`src/rtl/ttok_pkg.sv`:
```
// ----------------------------------------------------------------------------
// ttok_pkg
// Shared types and constants of the text tokenizer: token kinds, register
// indexes, character codes and configuration reset values.
// ----------------------------------------------------------------------------
package ttok_pkg;

    localparam int POS_BITS_DEF = 16;
    localparam int SLOTS        = 6;
    localparam int SLOT_W       = 3;
    localparam int DATA_W       = 32;
    localparam int ADDR_W       = 4;

    typedef enum logic [2:0] {
        TK_WORD   = 3'd0,
        TK_SEP    = 3'd1,
        TK_OPEN   = 3'd2,
        TK_BODY   = 3'd3,
        TK_CLOSE  = 3'd4,
        TK_QUOTED = 3'd5,
        TK_END    = 3'd6
    } token_kind_t;

    typedef enum logic [1:0] {
        REG_KEEP    = 2'd0,
        REG_MASK_LO = 2'd1,
        REG_MASK_MD = 2'd2,
        REG_MASK_HI = 2'd3
    } reg_index_t;

    localparam logic [DATA_W-1:0] MASK_LO_RST = 32'hFC00FF7A;
    localparam logic [DATA_W-1:0] MASK_MD_RST = 32'h78000001;
    localparam logic [DATA_W-1:0] MASK_HI_RST = 32'h68000001;

    localparam logic [7:0] CHR_TAB    = 8'd9;
    localparam logic [7:0] CHR_LF     = 8'd10;
    localparam logic [7:0] CHR_CR     = 8'd13;
    localparam logic [7:0] CHR_SPACE  = 8'd32;
    localparam logic [7:0] CHR_DQUOTE = 8'd34;
    localparam logic [7:0] CHR_SQUOTE = 8'd39;
    localparam logic [7:0] CHR_SLASH  = 8'd47;

    typedef struct packed {
        logic              keep;
        logic [DATA_W-1:0] mask_lo;
        logic [DATA_W-1:0] mask_md;
        logic [DATA_W-1:0] mask_hi;
    } cfg_t;

endpackage

```
`src/rtl/ttok_cfg.sv`:
```
// ----------------------------------------------------------------------------
// ttok_cfg
// APB register file: keep-separators flag and the three separator masks.
// ----------------------------------------------------------------------------
module ttok_cfg
    import ttok_pkg::*;
(
    input  logic              aclk,
    input  logic              aresetn,
    input  logic              psel,
    input  logic              penable,
    input  logic              pwrite,
    input  logic [ADDR_W-1:0] paddr,
    input  logic [DATA_W-1:0] pwdata,
    output logic [DATA_W-1:0] prdata,
    output logic              pready,
    output cfg_t              cfg
);

    cfg_t       cfg_reg;
    reg_index_t idx;
    logic       wr_en;

    assign idx    = reg_index_t'(paddr[ADDR_W-1:2]);
    assign wr_en  = psel && penable && pwrite;
    assign pready = 1'b1;
    assign cfg    = cfg_reg;

    always_ff @(posedge aclk) begin
        if (!aresetn) begin
            cfg_reg.keep    <= 1'b0;
            cfg_reg.mask_lo <= MASK_LO_RST;
            cfg_reg.mask_md <= MASK_MD_RST;
            cfg_reg.mask_hi <= MASK_HI_RST;
        end else if (wr_en) begin
            case (idx)
                REG_KEEP:    cfg_reg.keep    <= pwdata[0];
                REG_MASK_LO: cfg_reg.mask_lo <= pwdata;
                REG_MASK_MD: cfg_reg.mask_md <= pwdata;
                REG_MASK_HI: cfg_reg.mask_hi <= pwdata;
                default: ;
            endcase
        end
    end

    always_comb begin
        case (idx)
            REG_KEEP:    prdata = {{(DATA_W-1){1'b0}}, cfg_reg.keep};
            REG_MASK_LO: prdata = cfg_reg.mask_lo;
            REG_MASK_MD: prdata = cfg_reg.mask_md;
            REG_MASK_HI: prdata = cfg_reg.mask_hi;
            default:     prdata = '0;
        endcase
    end

endmodule

```
`src/rtl/ttok_scan.sv`:
```
// ----------------------------------------------------------------------------
// ttok_scan
// Scanner state and the per-byte token logic. For each byte it produces a
// fixed set of candidate token slots in emission order, each with a valid bit.
// ----------------------------------------------------------------------------
module ttok_scan
    import ttok_pkg::*;
#(
    parameter int POS_BITS = POS_BITS_DEF
) (
    input  logic                aclk,
    input  logic                aresetn,
    input  cfg_t                cfg,
    input  logic                accept,
    input  logic [7:0]          text_byte,
    input  logic                final_byte,
    output logic [SLOTS-1:0]    slot_valid,
    output token_kind_t         slot_kind  [SLOTS],
    output logic [POS_BITS-1:0] slot_start [SLOTS],
    output logic [POS_BITS-1:0] slot_len   [SLOTS],
    output logic [POS_BITS-1:0] slot_line  [SLOTS],
    output logic [POS_BITS-1:0] slot_col   [SLOTS]
);

    typedef enum logic [1:0] {MODE_IDLE, MODE_WORD, MODE_QUOTE} mode_t;
    typedef enum logic [1:0] {NL_NONE, NL_LF, NL_CR} nl_t;

    localparam logic [POS_BITS-1:0] POS_MAX = '1;
    localparam logic [POS_BITS-1:0] POS_ONE = POS_BITS'(1);
    localparam logic [POS_BITS-1:0] POS_TWO = POS_BITS'(2);

    logic [POS_BITS-1:0] offset_reg, offset_next;
    logic [POS_BITS-1:0] line_reg, line_next;
    logic [POS_BITS-1:0] col_reg, col_next;
    logic [POS_BITS-1:0] tstart_reg, tstart_next;
    logic [POS_BITS-1:0] tline_reg, tline_next;
    logic [POS_BITS-1:0] tcol_reg, tcol_next;
    mode_t               mode_reg, mode_next;
    nl_t                 nl_reg, nl_next;
    logic                dquote_reg, dquote_next;
    logic                slash_reg, slash_next;

    logic        is_ws, is_sep, is_quote, mask_bit;
    logic [7:0]  close_char;

    function automatic logic [POS_BITS-1:0] sat_inc(input logic [POS_BITS-1:0] v);
        return (v == POS_MAX) ? POS_MAX : v + POS_ONE;
    endfunction

    function automatic logic [POS_BITS-1:0] span(input logic [POS_BITS-1:0] from,
                                                 input logic [POS_BITS-1:0] upto);
        return (upto >= from) ? upto - from : '0;
    endfunction

    always_comb begin
        case (text_byte[6:5])
            2'd1:    mask_bit = cfg.mask_lo[text_byte[4:0]];
            2'd2:    mask_bit = cfg.mask_md[text_byte[4:0]];
            2'd3:    mask_bit = cfg.mask_hi[text_byte[4:0]];
            default: mask_bit = 1'b0;
        endcase
    end

    assign is_ws      = (text_byte == CHR_SPACE) ||
                        ((text_byte >= CHR_TAB) && (text_byte <= CHR_CR));
    assign is_sep     = !text_byte[7] && mask_bit;
    assign is_quote   = (text_byte == CHR_DQUOTE) || (text_byte == CHR_SQUOTE);
    assign close_char = dquote_reg ? CHR_DQUOTE : CHR_SQUOTE;

    // Slot order: held slash release, main token 1, main token 2,
    // newly held slash at end of text, open token flush, end marker.
    always_comb begin
        slot_valid  = '0;
        for (int i = 0; i < SLOTS; i++) begin
            slot_kind[i]  = TK_WORD;
            slot_start[i] = '0;
            slot_len[i]   = '0;
            slot_line[i]  = '0;
            slot_col[i]   = '0;
        end
        offset_next = sat_inc(offset_reg);
        line_next   = line_reg;
        col_next    = col_reg;
        tstart_next = tstart_reg;
        tline_next  = tline_reg;
        tcol_next   = tcol_reg;
        mode_next   = mode_reg;
        nl_next     = NL_NONE;
        dquote_next = dquote_reg;
        slash_next  = 1'b0;

        if (slash_reg) begin
            slot_valid[0] = 1'b1;
            slot_kind[0]  = TK_SEP;
            slot_start[0] = tstart_reg;
            slot_len[0]   = (text_byte == CHR_SLASH) ? POS_TWO : POS_ONE;
            slot_line[0]  = tline_reg;
            slot_col[0]   = tcol_reg;
        end

        if (!(slash_reg && text_byte == CHR_SLASH)) begin
            if (mode_reg == MODE_QUOTE) begin
                if (text_byte == close_char) begin
                    slot_valid[1] = 1'b1;
                    if (cfg.keep) begin
                        slot_kind[1]  = TK_BODY;
                        slot_start[1] = sat_inc(tstart_reg);
                        slot_len[1]   = span(sat_inc(tstart_reg), offset_reg);
                        slot_line[1]  = tline_reg;
                        slot_col[1]   = sat_inc(tcol_reg);
                        slot_valid[2] = 1'b1;
                        slot_kind[2]  = TK_CLOSE;
                        slot_start[2] = offset_reg;
                        slot_len[2]   = POS_ONE;
                        slot_line[2]  = line_reg;
                        slot_col[2]   = col_reg;
                    end else begin
                        slot_kind[1]  = TK_QUOTED;
                        slot_start[1] = tstart_reg;
                        slot_len[1]   = sat_inc(span(tstart_reg, offset_reg));
                        slot_line[1]  = tline_reg;
                        slot_col[1]   = tcol_reg;
                    end
                    mode_next = MODE_IDLE;
                end
            end else if (is_ws || is_sep || is_quote) begin
                if (mode_reg == MODE_WORD) begin
                    slot_valid[1] = 1'b1;
                    slot_kind[1]  = TK_WORD;
                    slot_start[1] = tstart_reg;
                    slot_len[1]   = span(tstart_reg, offset_reg);
                    slot_line[1]  = tline_reg;
                    slot_col[1]   = tcol_reg;
                end
                mode_next = MODE_IDLE;
                if (!is_ws) begin
                    tstart_next   = offset_reg;
                    tline_next    = line_reg;
                    tcol_next     = col_reg;
                    slot_start[2] = offset_reg;
                    slot_len[2]   = POS_ONE;
                    slot_line[2]  = line_reg;
                    slot_col[2]   = col_reg;
                    if (is_sep) begin
                        // With keep set, a separator slash waits to see whether a second one follows.
                        if (cfg.keep && text_byte == CHR_SLASH) begin
                            slash_next = 1'b1;
                        end else if (cfg.keep) begin
                            slot_valid[2] = 1'b1;
                            slot_kind[2]  = TK_SEP;
                        end
                    end else begin
                        mode_next     = MODE_QUOTE;
                        dquote_next   = (text_byte == CHR_DQUOTE);
                        slot_valid[2] = cfg.keep;
                        slot_kind[2]  = TK_OPEN;
                    end
                end
            end else if (mode_reg != MODE_WORD) begin
                mode_next   = MODE_WORD;
                tstart_next = offset_reg;
                tline_next  = line_reg;
                tcol_next   = col_reg;
            end
        end

        // A CR after LF, or an LF after CR, closes the same line ending.
        if ((nl_reg == NL_LF && text_byte == CHR_CR) ||
            (nl_reg == NL_CR && text_byte == CHR_LF)) begin
            nl_next = NL_NONE;
        end else if (text_byte == CHR_LF || text_byte == CHR_CR) begin
            line_next = sat_inc(line_reg);
            col_next  = POS_ONE;
            nl_next   = (text_byte == CHR_LF) ? NL_LF : NL_CR;
        end else begin
            col_next = sat_inc(col_reg);
        end

        if (final_byte) begin
            slot_valid[3] = slash_next;
            slot_kind[3]  = TK_SEP;
            slot_start[3] = tstart_next;
            slot_len[3]   = POS_ONE;
            slot_line[3]  = tline_next;
            slot_col[3]   = tcol_next;

            slot_start[4] = tstart_next;
            slot_len[4]   = sat_inc(span(tstart_next, offset_reg));
            slot_line[4]  = tline_next;
            slot_col[4]   = tcol_next;
            if (mode_next == MODE_WORD) begin
                slot_valid[4] = 1'b1;
                slot_kind[4]  = TK_WORD;
            end else if (mode_next == MODE_QUOTE) begin
                slot_valid[4] = 1'b1;
                if (cfg.keep) begin
                    // The open body runs through the final byte.
                    slot_kind[4]  = TK_BODY;
                    slot_start[4] = sat_inc(tstart_next);
                    slot_len[4]   = span(tstart_next, offset_reg);
                    slot_col[4]   = sat_inc(tcol_next);
                end else begin
                    slot_kind[4]  = TK_QUOTED;
                end
            end

            slot_valid[5] = 1'b1;
            slot_kind[5]  = TK_END;
            slot_start[5] = offset_next;
            slot_len[5]   = '0;
            slot_line[5]  = line_next;
            slot_col[5]   = col_next;

            offset_next = '0;
            line_next   = POS_ONE;
            col_next    = POS_ONE;
            tstart_next = '0;
            tline_next  = POS_ONE;
            tcol_next   = POS_ONE;
            mode_next   = MODE_IDLE;
            nl_next     = NL_NONE;
            dquote_next = 1'b0;
            slash_next  = 1'b0;
        end
    end

    always_ff @(posedge aclk) begin
        if (!aresetn) begin
            offset_reg <= '0;
            line_reg   <= POS_ONE;
            col_reg    <= POS_ONE;
            tstart_reg <= '0;
            tline_reg  <= POS_ONE;
            tcol_reg   <= POS_ONE;
            mode_reg   <= MODE_IDLE;
            nl_reg     <= NL_NONE;
            dquote_reg <= 1'b0;
            slash_reg  <= 1'b0;
        end else if (accept) begin
            offset_reg <= offset_next;
            line_reg   <= line_next;
            col_reg    <= col_next;
            tstart_reg <= tstart_next;
            tline_reg  <= tline_next;
            tcol_reg   <= tcol_next;
            mode_reg   <= mode_next;
            nl_reg     <= nl_next;
            dquote_reg <= dquote_next;
            slash_reg  <= slash_next;
        end
    end

endmodule

```
`src/rtl/ttok_out.sv`:
```
// ----------------------------------------------------------------------------
// ttok_out
// Token group register. Holds the tokens of one byte and hands them out one
// per transaction, lowest slot first.
// ----------------------------------------------------------------------------
module ttok_out
    import ttok_pkg::*;
#(
    parameter int POS_BITS = POS_BITS_DEF
) (
    input  logic                aclk,
    input  logic                aresetn,
    input  logic                load,
    input  logic [SLOTS-1:0]    in_valid,
    input  token_kind_t         in_kind  [SLOTS],
    input  logic [POS_BITS-1:0] in_start [SLOTS],
    input  logic [POS_BITS-1:0] in_len   [SLOTS],
    input  logic [POS_BITS-1:0] in_line  [SLOTS],
    input  logic [POS_BITS-1:0] in_col   [SLOTS],
    output logic                free,
    output logic                m_valid,
    input  logic                m_ready,
    output logic [2:0]          m_token_kind,
    output logic [POS_BITS-1:0] m_start_offset,
    output logic [POS_BITS-1:0] m_token_length,
    output logic [POS_BITS-1:0] m_line_number,
    output logic [POS_BITS-1:0] m_column_number,
    output logic                m_last_token
);

    logic [SLOTS-1:0]    valid_reg, valid_next;
    token_kind_t         kind_reg  [SLOTS];
    logic [POS_BITS-1:0] start_reg [SLOTS];
    logic [POS_BITS-1:0] len_reg   [SLOTS];
    logic [POS_BITS-1:0] line_reg  [SLOTS];
    logic [POS_BITS-1:0] col_reg   [SLOTS];
    logic [SLOT_W-1:0]   sel;
    logic [SLOTS-1:0]    sel_oh;
    logic                last_one;

    assign sel_oh   = valid_reg & (~valid_reg + SLOTS'(1));
    assign last_one = (valid_reg & (valid_reg - SLOTS'(1))) == '0;
    assign m_valid  = |valid_reg;
    assign free     = !m_valid || (m_ready && last_one);

    always_comb begin
        sel = '0;
        for (int i = SLOTS - 1; i >= 0; i--) begin
            if (valid_reg[i]) begin
                sel = SLOT_W'(i);
            end
        end
    end

    assign m_token_kind    = kind_reg[sel];
    assign m_start_offset  = start_reg[sel];
    assign m_token_length  = len_reg[sel];
    assign m_line_number   = line_reg[sel];
    assign m_column_number = col_reg[sel];
    assign m_last_token    = (kind_reg[sel] == TK_END);

    always_comb begin
        valid_next = valid_reg;
        if (m_valid && m_ready) begin
            valid_next = valid_reg & ~sel_oh;
        end
        if (load) begin
            valid_next = in_valid;
        end
    end

    always_ff @(posedge aclk) begin
        if (!aresetn) begin
            valid_reg <= '0;
        end else begin
            valid_reg <= valid_next;
        end
    end

    always_ff @(posedge aclk) begin
        if (load) begin
            kind_reg  <= in_kind;
            start_reg <= in_start;
            len_reg   <= in_len;
            line_reg  <= in_line;
            col_reg   <= in_col;
        end
    end

endmodule

```
`src/rtl/text_tokenizer_unit.sv`:
```
// ----------------------------------------------------------------------------
// text_tokenizer_unit
// Streaming lexical tokenizer: one text byte in, zero to four tokens out.
// ----------------------------------------------------------------------------
// Input channel s_*: one text byte per transaction, with s_final_byte set on
// the last byte of a text. Output channel m_*: one token per transaction with
// kind, start offset, length, line and column; m_last_token marks the end
// marker that closes each text.
// A byte is scanned in the cycle it is accepted and its tokens appear in the
// group register on the next cycle. The group register hands out one token
// per cycle while m_ready is high; a byte that makes zero or one token then
// leaves room for the next byte every cycle, and a byte that makes more
// tokens holds the input until the last of them is being taken.
// When the receiver stalls, the pending tokens stay put and s_ready drops once
// the group register cannot be emptied in the current cycle. Reset clears the
// scan position to offset 0, line 1, column 1, empties the group register and
// loads the configuration defaults. The user writes configuration over the APB
// port only while no byte is in flight; the block itself does not check this.
// ----------------------------------------------------------------------------
module text_tokenizer_unit
    import ttok_pkg::*;
#(
    parameter int POS_BITS = POS_BITS_DEF
) (
    input  logic                aclk,
    input  logic                aresetn,
    input  logic                psel,
    input  logic                penable,
    input  logic                pwrite,
    input  logic [ADDR_W-1:0]   paddr,
    input  logic [DATA_W-1:0]   pwdata,
    output logic [DATA_W-1:0]   prdata,
    output logic                pready,
    input  logic                s_valid,
    output logic                s_ready,
    input  logic [7:0]          s_text_byte,
    input  logic                s_final_byte,
    output logic                m_valid,
    input  logic                m_ready,
    output logic [2:0]          m_token_kind,
    output logic [POS_BITS-1:0] m_start_offset,
    output logic [POS_BITS-1:0] m_token_length,
    output logic [POS_BITS-1:0] m_line_number,
    output logic [POS_BITS-1:0] m_column_number,
    output logic                m_last_token
);

    cfg_t                cfg;
    logic                accept;
    logic [SLOTS-1:0]    slot_valid;
    token_kind_t         slot_kind  [SLOTS];
    logic [POS_BITS-1:0] slot_start [SLOTS];
    logic [POS_BITS-1:0] slot_len   [SLOTS];
    logic [POS_BITS-1:0] slot_line  [SLOTS];
    logic [POS_BITS-1:0] slot_col   [SLOTS];

    assign accept = s_valid && s_ready;

    ttok_cfg u_cfg (
        .aclk    (aclk),
        .aresetn (aresetn),
        .psel    (psel),
        .penable (penable),
        .pwrite  (pwrite),
        .paddr   (paddr),
        .pwdata  (pwdata),
        .prdata  (prdata),
        .pready  (pready),
        .cfg     (cfg)
    );

    ttok_scan #(
        .POS_BITS (POS_BITS)
    ) u_scan (
        .aclk       (aclk),
        .aresetn    (aresetn),
        .cfg        (cfg),
        .accept     (accept),
        .text_byte  (s_text_byte),
        .final_byte (s_final_byte),
        .slot_valid (slot_valid),
        .slot_kind  (slot_kind),
        .slot_start (slot_start),
        .slot_len   (slot_len),
        .slot_line  (slot_line),
        .slot_col   (slot_col)
    );

    ttok_out #(
        .POS_BITS (POS_BITS)
    ) u_out (
        .aclk            (aclk),
        .aresetn         (aresetn),
        .load            (accept),
        .in_valid        (slot_valid),
        .in_kind         (slot_kind),
        .in_start        (slot_start),
        .in_len          (slot_len),
        .in_line         (slot_line),
        .in_col          (slot_col),
        .free            (s_ready),
        .m_valid         (m_valid),
        .m_ready         (m_ready),
        .m_token_kind    (m_token_kind),
        .m_start_offset  (m_start_offset),
        .m_token_length  (m_token_length),
        .m_line_number   (m_line_number),
        .m_column_number (m_column_number),
        .m_last_token    (m_last_token)
    );

endmodule
```
`config.mk`:
```
export PLATFORM = sky130hd
export DESIGN_NAME = text_tokenizer_unit
export DESIGN_NICKNAME = d
export VERILOG_FILES = /design/src/rtl/ttok_pkg.sv /design/src/rtl/ttok_cfg.sv /design/src/rtl/ttok_scan.sv /design/src/rtl/ttok_out.sv /design/src/rtl/text_tokenizer_unit.sv
export SDC_FILE = /design/constraint.sdc
export NUM_CORES = 2
export LEC_CHECK = 0
export BUFFER_PORTS_ARGS = -buffer_cell sky130_fd_sc_hd__clkbuf_2
export CAP_MARGIN = 15
export CORE_ASPECT_RATIO = 1.1
export CORE_UTILIZATION = 50
export CTS_BUF_LIST = sky130_fd_sc_hd__clkbuf_2
export CTS_CLUSTER_DIAMETER = 30
export CTS_CLUSTER_SIZE = 10
export DETAILED_ROUTE_END_ITERATION = 7
export PLACE_DENSITY = 0.67
export REMOVE_ABC_BUFFERS = 1
export SYNTH_ARGS = -nofsm -noshare
export SYNTH_HDL_FRONTEND = slang
export SYNTH_SLANG_ARGS = --single-unit
```
`constraint.sdc`:
```
create_clock -name aclk -period 18.6 [get_ports aclk]
set_input_delay 1.86 -clock aclk [delete_from_list [all_inputs] [get_ports aclk]]
set_output_delay 1.86 -clock aclk [all_outputs]
set_load 0.02 [all_outputs]
```
==> flow_metrics.tcl <==
set metrics [dict create \
    cts.path.max_buffers 3 \
    total_switching_power_w 0.000734 \
    max-vdd-ir-drop_mv 0.0634 \
    highest_attainable_clock_frequency_mhz 112 \
    pwr-share-seq_pct 49.8 \
    setup.worst_path.end_class "flip-flop" \
    ant_nets 0 \
    drtIter0Drc 2441 \
    sort_of_element_at_the_start_of_the_critical_path "input pin" \
    final_critical_path_time_including_i_o_delays_and_setup_ns 8.93 \
    detailedPlacementHpwl_um 61000 \
    floorplan.die.width_um 238 \
    drive_above_1_share_pct 16.7 \
    drt_pass1_iterations 6 \
    rsz0062_at_grt "false" \
    setup_violations 0 \
    htreeDepth 3 \
    crit_fanout 40 \
    post_cts.repair.setup_buffers 0 \
    holdCritPathClass "flip-flop to flip-flop" \
    fp.dieArea_mm2 0.0625 \
    ys_seq_area_share_pct 44.3 \
    switching_part_of_the_total_pct 28.4 \
    grt_max_degree 100 \
    gr-total-overflow 0 \
    number_of_antenna_violations_at_the_first_check_in_global_routing 3 \
    post_synthesis_cells 3226 \
    row_count 94 \
    pwr_density_cell_mw_per_mm2 77.3 \
    cts_tree "yes" \
    globalplace.congestion 0.957 \
    worst_slew_pin_slew_ns 1.20 \
    nets 3394 \
    synth-async-reset-ratio_pct 0 \
    synth_area_mm2 0.0307 \
    type_of_the_worst_setup_path "input pin to flip-flop" \
    avgSynthCellArea_um2 9.53 \
    cellInternalPower_w 0.00185 \
    vias_in_the_first_global_route 25000 \
    chipHeight_um 262 \
    start_util_pct 50.9 \
    cts_inserted_buffers 106 \
    min_path_cells 2 \
    clkSinkCount 522 \
    vias 25900 \
    reg2regPathDepth 21 \
    yosys_warnings 0 \
    buffer_cell_driving_the_clock_tree_root "sky130_fd_sc_hd__clkbuf_2" \
    status "finished clean" \
    wirelength_um 91500 \
    core_area_mm2 0.0603 \
    setup_tns_ns 0 \
    share_comb_of_total_power_pct 12.1 \
    cap_viol_max_count 0 \
    whs_ns 0.487 \
    cp.arrival_ns 9.74 \
    fin_worst_skew_ns 0.135 \
    route.detailed.wl_per_inst_um 21.8 \
    timing.max_slew.rel_slack_pct 19.7 \
    post_drt_via_cell_ratio 6.19 \
    drc_errors 0 \
    cts-hold-fix-buffers 0 \
    synth_top_flop_cell "sky130_fd_sc_hd__edfxtp_1" \
    power.leakage_nw 12.5 \
    number_of_enable_flip_flop_cells_after_synthesis 317 \
    clk_latency_ns 1.19 \
    cts.clk_slew.worst_paths_ns 0.15 \
    layout-area-overhead-vs-synth_pct 8.92 \
    grtUsageTotal_pct 29.0 \
    synth_cell_type_count 91 \
    sum_of_internal_switching_and_leakage_power_w 0.00259 \
    cts_resized 0 \
    report.final.slew_viol_count 0 \
    number_of_flip_flops_in_the_largest_register 97 \
    finalHoldViolations 0 \
    ios 155 \
    power.share.clock_pct 38.0 \
    finalCritPeriodShare_pct 48.0 \
    worstPathRequired_ns 19.41 \
    grt_pass1_wl_um 141000 \
    post_synthesis_sequential_element_count 522 \
    number_of_buffers_added_on_ports 151 \
]
## routing by layer
layer / GRT usage [%] / vias up / part of all wire, %
met4: 11.4 / 4 / 2.9
met2: 47.7 / 1186 / 47
met1: 38.1 / 12600 / 42
li1: - / 12000 / -
met3: 5.26 / 183 / 7.9
met5: 0 / - / 0.024
## power groups by stage
| stage | Clock, W | Sequential (W) | Combinational [W] |
|---|---|---|---|
| floorplan | 0 | 0.00132 | 0.000209 |
| global placement | 0 | 0.00131 | 0.000309 |
| detailed placement | 0 | 0.00132 | 0.000313 |
| CTS | 0.00101 | 0.00129 | 0.000314 |
| global route | 0.00106 | 0.00130 | 0.000339 |
| finish | 0.000984 | 0.00129 | 0.000314 |
## cell type report
cell class,instances,area (um2)
Tap cell,816,1020
Clock inverter,73,915
Multi-Input combinational cell,2371,15800
Timing Repair Buffer,203,1150
Clock buffer,126,631
Sequential cell,522,13600
Inverter,76,294
Antenna cell,2,5.00
Fill cell,5413,26900
## final timing paths
kind                     from           endpoint  slack [ns]
max            s_text_byte[0]  u_out.len_reg[24]        9.67
min              u_cfg.cfg[4]       u_cfg.cfg[4]        0.49
max reg2reg  u_scan.slash_reg  u_out.len_reg[24]       10.42
min reg2reg      u_cfg.cfg[4]       u_cfg.cfg[4]        0.49
## placed cells by master (no fill, tap or decap), types with 17 or more instances in the layout
cell type,netlist,layout
sky130_fd_sc_hd__a31oi_1,48,48
sky130_fd_sc_hd__bufinv_16,0,19
sky130_fd_sc_hd__o21ai_0,150,150
sky130_fd_sc_hd__a21boi_0,77,77
sky130_fd_sc_hd__a22o_1,41,41
sky130_fd_sc_hd__xnor2_1,48,48
sky130_fd_sc_hd__o22ai_1,30,30
sky130_fd_sc_hd__mux2_2,49,49
sky130_fd_sc_hd__a21o_1,22,22
sky130_fd_sc_hd__a22oi_1,65,65
sky130_fd_sc_hd__mux2i_1,98,98
sky130_fd_sc_hd__nor4_1,24,24
sky130_fd_sc_hd__nand4_1,29,29
sky130_fd_sc_hd__xor2_1,28,28
sky130_fd_sc_hd__nand2b_1,17,17
sky130_fd_sc_hd__o21a_1,17,17
sky130_fd_sc_hd__clkbuf_2,0,277
sky130_fd_sc_hd__nand3_1,106,106
sky130_fd_sc_hd__edfxtp_1,317,317
sky130_fd_sc_hd__a21oi_1,211,210
sky130_fd_sc_hd__nor3_1,54,52
sky130_fd_sc_hd__buf_4,7,52
sky130_fd_sc_hd__mux4_2,68,68
sky130_fd_sc_hd__nor2b_1,72,70
sky130_fd_sc_hd__and2_1,168,168
sky130_fd_sc_hd__and3_1,42,42
sky130_fd_sc_hd__nand2_1,356,355
sky130_fd_sc_hd__inv_1,74,73
sky130_fd_sc_hd__nor2_1,276,274
sky130_fd_sc_hd__dfxtp_1,205,204
sky130_fd_sc_hd__a211oi_1,22,22
sky130_fd_sc_hd__ha_1,59,59
## kinds of logic (layout without fill, tap and decap cells)
logic type	count (synthesis)	after routing	share of synthesized area, %
buffers and inverters	333	478	4.35
AOI/OAI and AO/OA	815	815	17.6
DFF	522	522	44.3
xor gates and xnor gates	76	76	2.17
adders and majority gates	62	62	2.60
and+or+nand+nor	1201	1201	18.9
other	1	3	0.0122
muxes	216	216	10.0
## cell usage after synthesis, types with 7 or more instances
library cell | n | area (um2)
sky130_fd_sc_hd__o21ai_0 | 150 | 751
sky130_fd_sc_hd__or3_1 | 13 | 81.3
sky130_fd_sc_hd__buf_2 | 12 | 60.1
sky130_fd_sc_hd__a22oi_1 | 65 | 488
sky130_fd_sc_hd__nor3b_1 | 8 | 60.1
sky130_fd_sc_hd__a41oi_1 | 9 | 78.8
sky130_fd_sc_hd__xor2_1 | 28 | 245
sky130_fd_sc_hd__ha_1 | 59 | 738
sky130_fd_sc_hd__nor2_1 | 276 | 1040
sky130_fd_sc_hd__nand4_1 | 29 | 181
sky130_fd_sc_hd__o22ai_1 | 30 | 188
sky130_fd_sc_hd__mux2_2 | 49 | 552
sky130_fd_sc_hd__a211oi_1 | 22 | 165
sky130_fd_sc_hd__a21oi_1 | 211 | 1060
sky130_fd_sc_hd__dfxtp_1 | 205 | 4100
sky130_fd_sc_hd__clkbuf_1 | 211 | 792
sky130_fd_sc_hd__nor2b_1 | 72 | 450
sky130_fd_sc_hd__a21o_1 | 22 | 165
sky130_fd_sc_hd__mux2i_1 | 98 | 981
sky130_fd_sc_hd__a21boi_0 | 77 | 578
sky130_fd_sc_hd__mux4_2 | 68 | 1530
sky130_fd_sc_hd__o221a_2 | 16 | 180
sky130_fd_sc_hd__nor3_1 | 54 | 270
sky130_fd_sc_hd__xnor2_1 | 48 | 420
sky130_fd_sc_hd__buf_4 | 7 | 52.6
sky130_fd_sc_hd__o21a_1 | 17 | 128
sky130_fd_sc_hd__nand2b_1 | 17 | 106
sky130_fd_sc_hd__nand3_1 | 106 | 531
sky130_fd_sc_hd__o211ai_1 | 8 | 60.1
sky130_fd_sc_hd__a221oi_1 | 9 | 78.8
sky130_fd_sc_hd__nand2_1 | 356 | 1340
sky130_fd_sc_hd__edfxtp_1 | 317 | 9520
sky130_fd_sc_hd__inv_1 | 74 | 278
sky130_fd_sc_hd__and3_1 | 42 | 263
sky130_fd_sc_hd__and2_1 | 168 | 1050
sky130_fd_sc_hd__nor4_1 | 24 | 150
sky130_fd_sc_hd__o31ai_1 | 12 | 90.1
sky130_fd_sc_hd__a31oi_1 | 48 | 300
sky130_fd_sc_hd__a22o_1 | 41 | 359
sky130_fd_sc_hd__buf_1 | 21 | 78.8
## worst max-delay path, stage by stage
cell and delay, ns:
sky130_fd_sc_hd__clkbuf_2 0.08, sky130_fd_sc_hd__buf_4 0.49, sky130_fd_sc_hd__mux4_2 0.63, sky130_fd_sc_hd__a221oi_2 0.24
sky130_fd_sc_hd__nand3_1 0.13, sky130_fd_sc_hd__o211a_1 0.29, sky130_fd_sc_hd__a31oi_4 0.78, sky130_fd_sc_hd__buf_4 0.61
sky130_fd_sc_hd__mux2i_1 0.79, sky130_fd_sc_hd__ha_1 0.43, sky130_fd_sc_hd__a21o_1 0.23, sky130_fd_sc_hd__a21o_1 0.20
sky130_fd_sc_hd__a2111oi_0 0.43, sky130_fd_sc_hd__nor2_1 0.12, sky130_fd_sc_hd__o311ai_1 0.60, sky130_fd_sc_hd__and2_0 0.45
sky130_fd_sc_hd__nor2_1 0.14, sky130_fd_sc_hd__ha_1 0.26, sky130_fd_sc_hd__and3_1 0.19, sky130_fd_sc_hd__nand2_1 0.07
sky130_fd_sc_hd__or3_1 0.36, sky130_fd_sc_hd__a21boi_0 0.21, sky130_fd_sc_hd__o21ai_0 0.10
## through the flow
| step | area (um2) | cells | setup slack, ns | utilization (%) |
|---|---|---|---|---|
| finish | 33500 | 4189 | 9.67 | 55.5 |
| global placement | 31900 | 3987 | 8.67 | 52.9 |
| floorplan | 29700 | 2969 | 4.04 | - |
| CTS | 33500 | 4186 | 9.83 | 55.5 |
| detailed placement | 31900 | 3987 | 8.63 | 52.9 |
| global route | 33500 | 4188 | 9.09 | 55.5 |
Note: power is estimated with default switching activity, not from simulation.
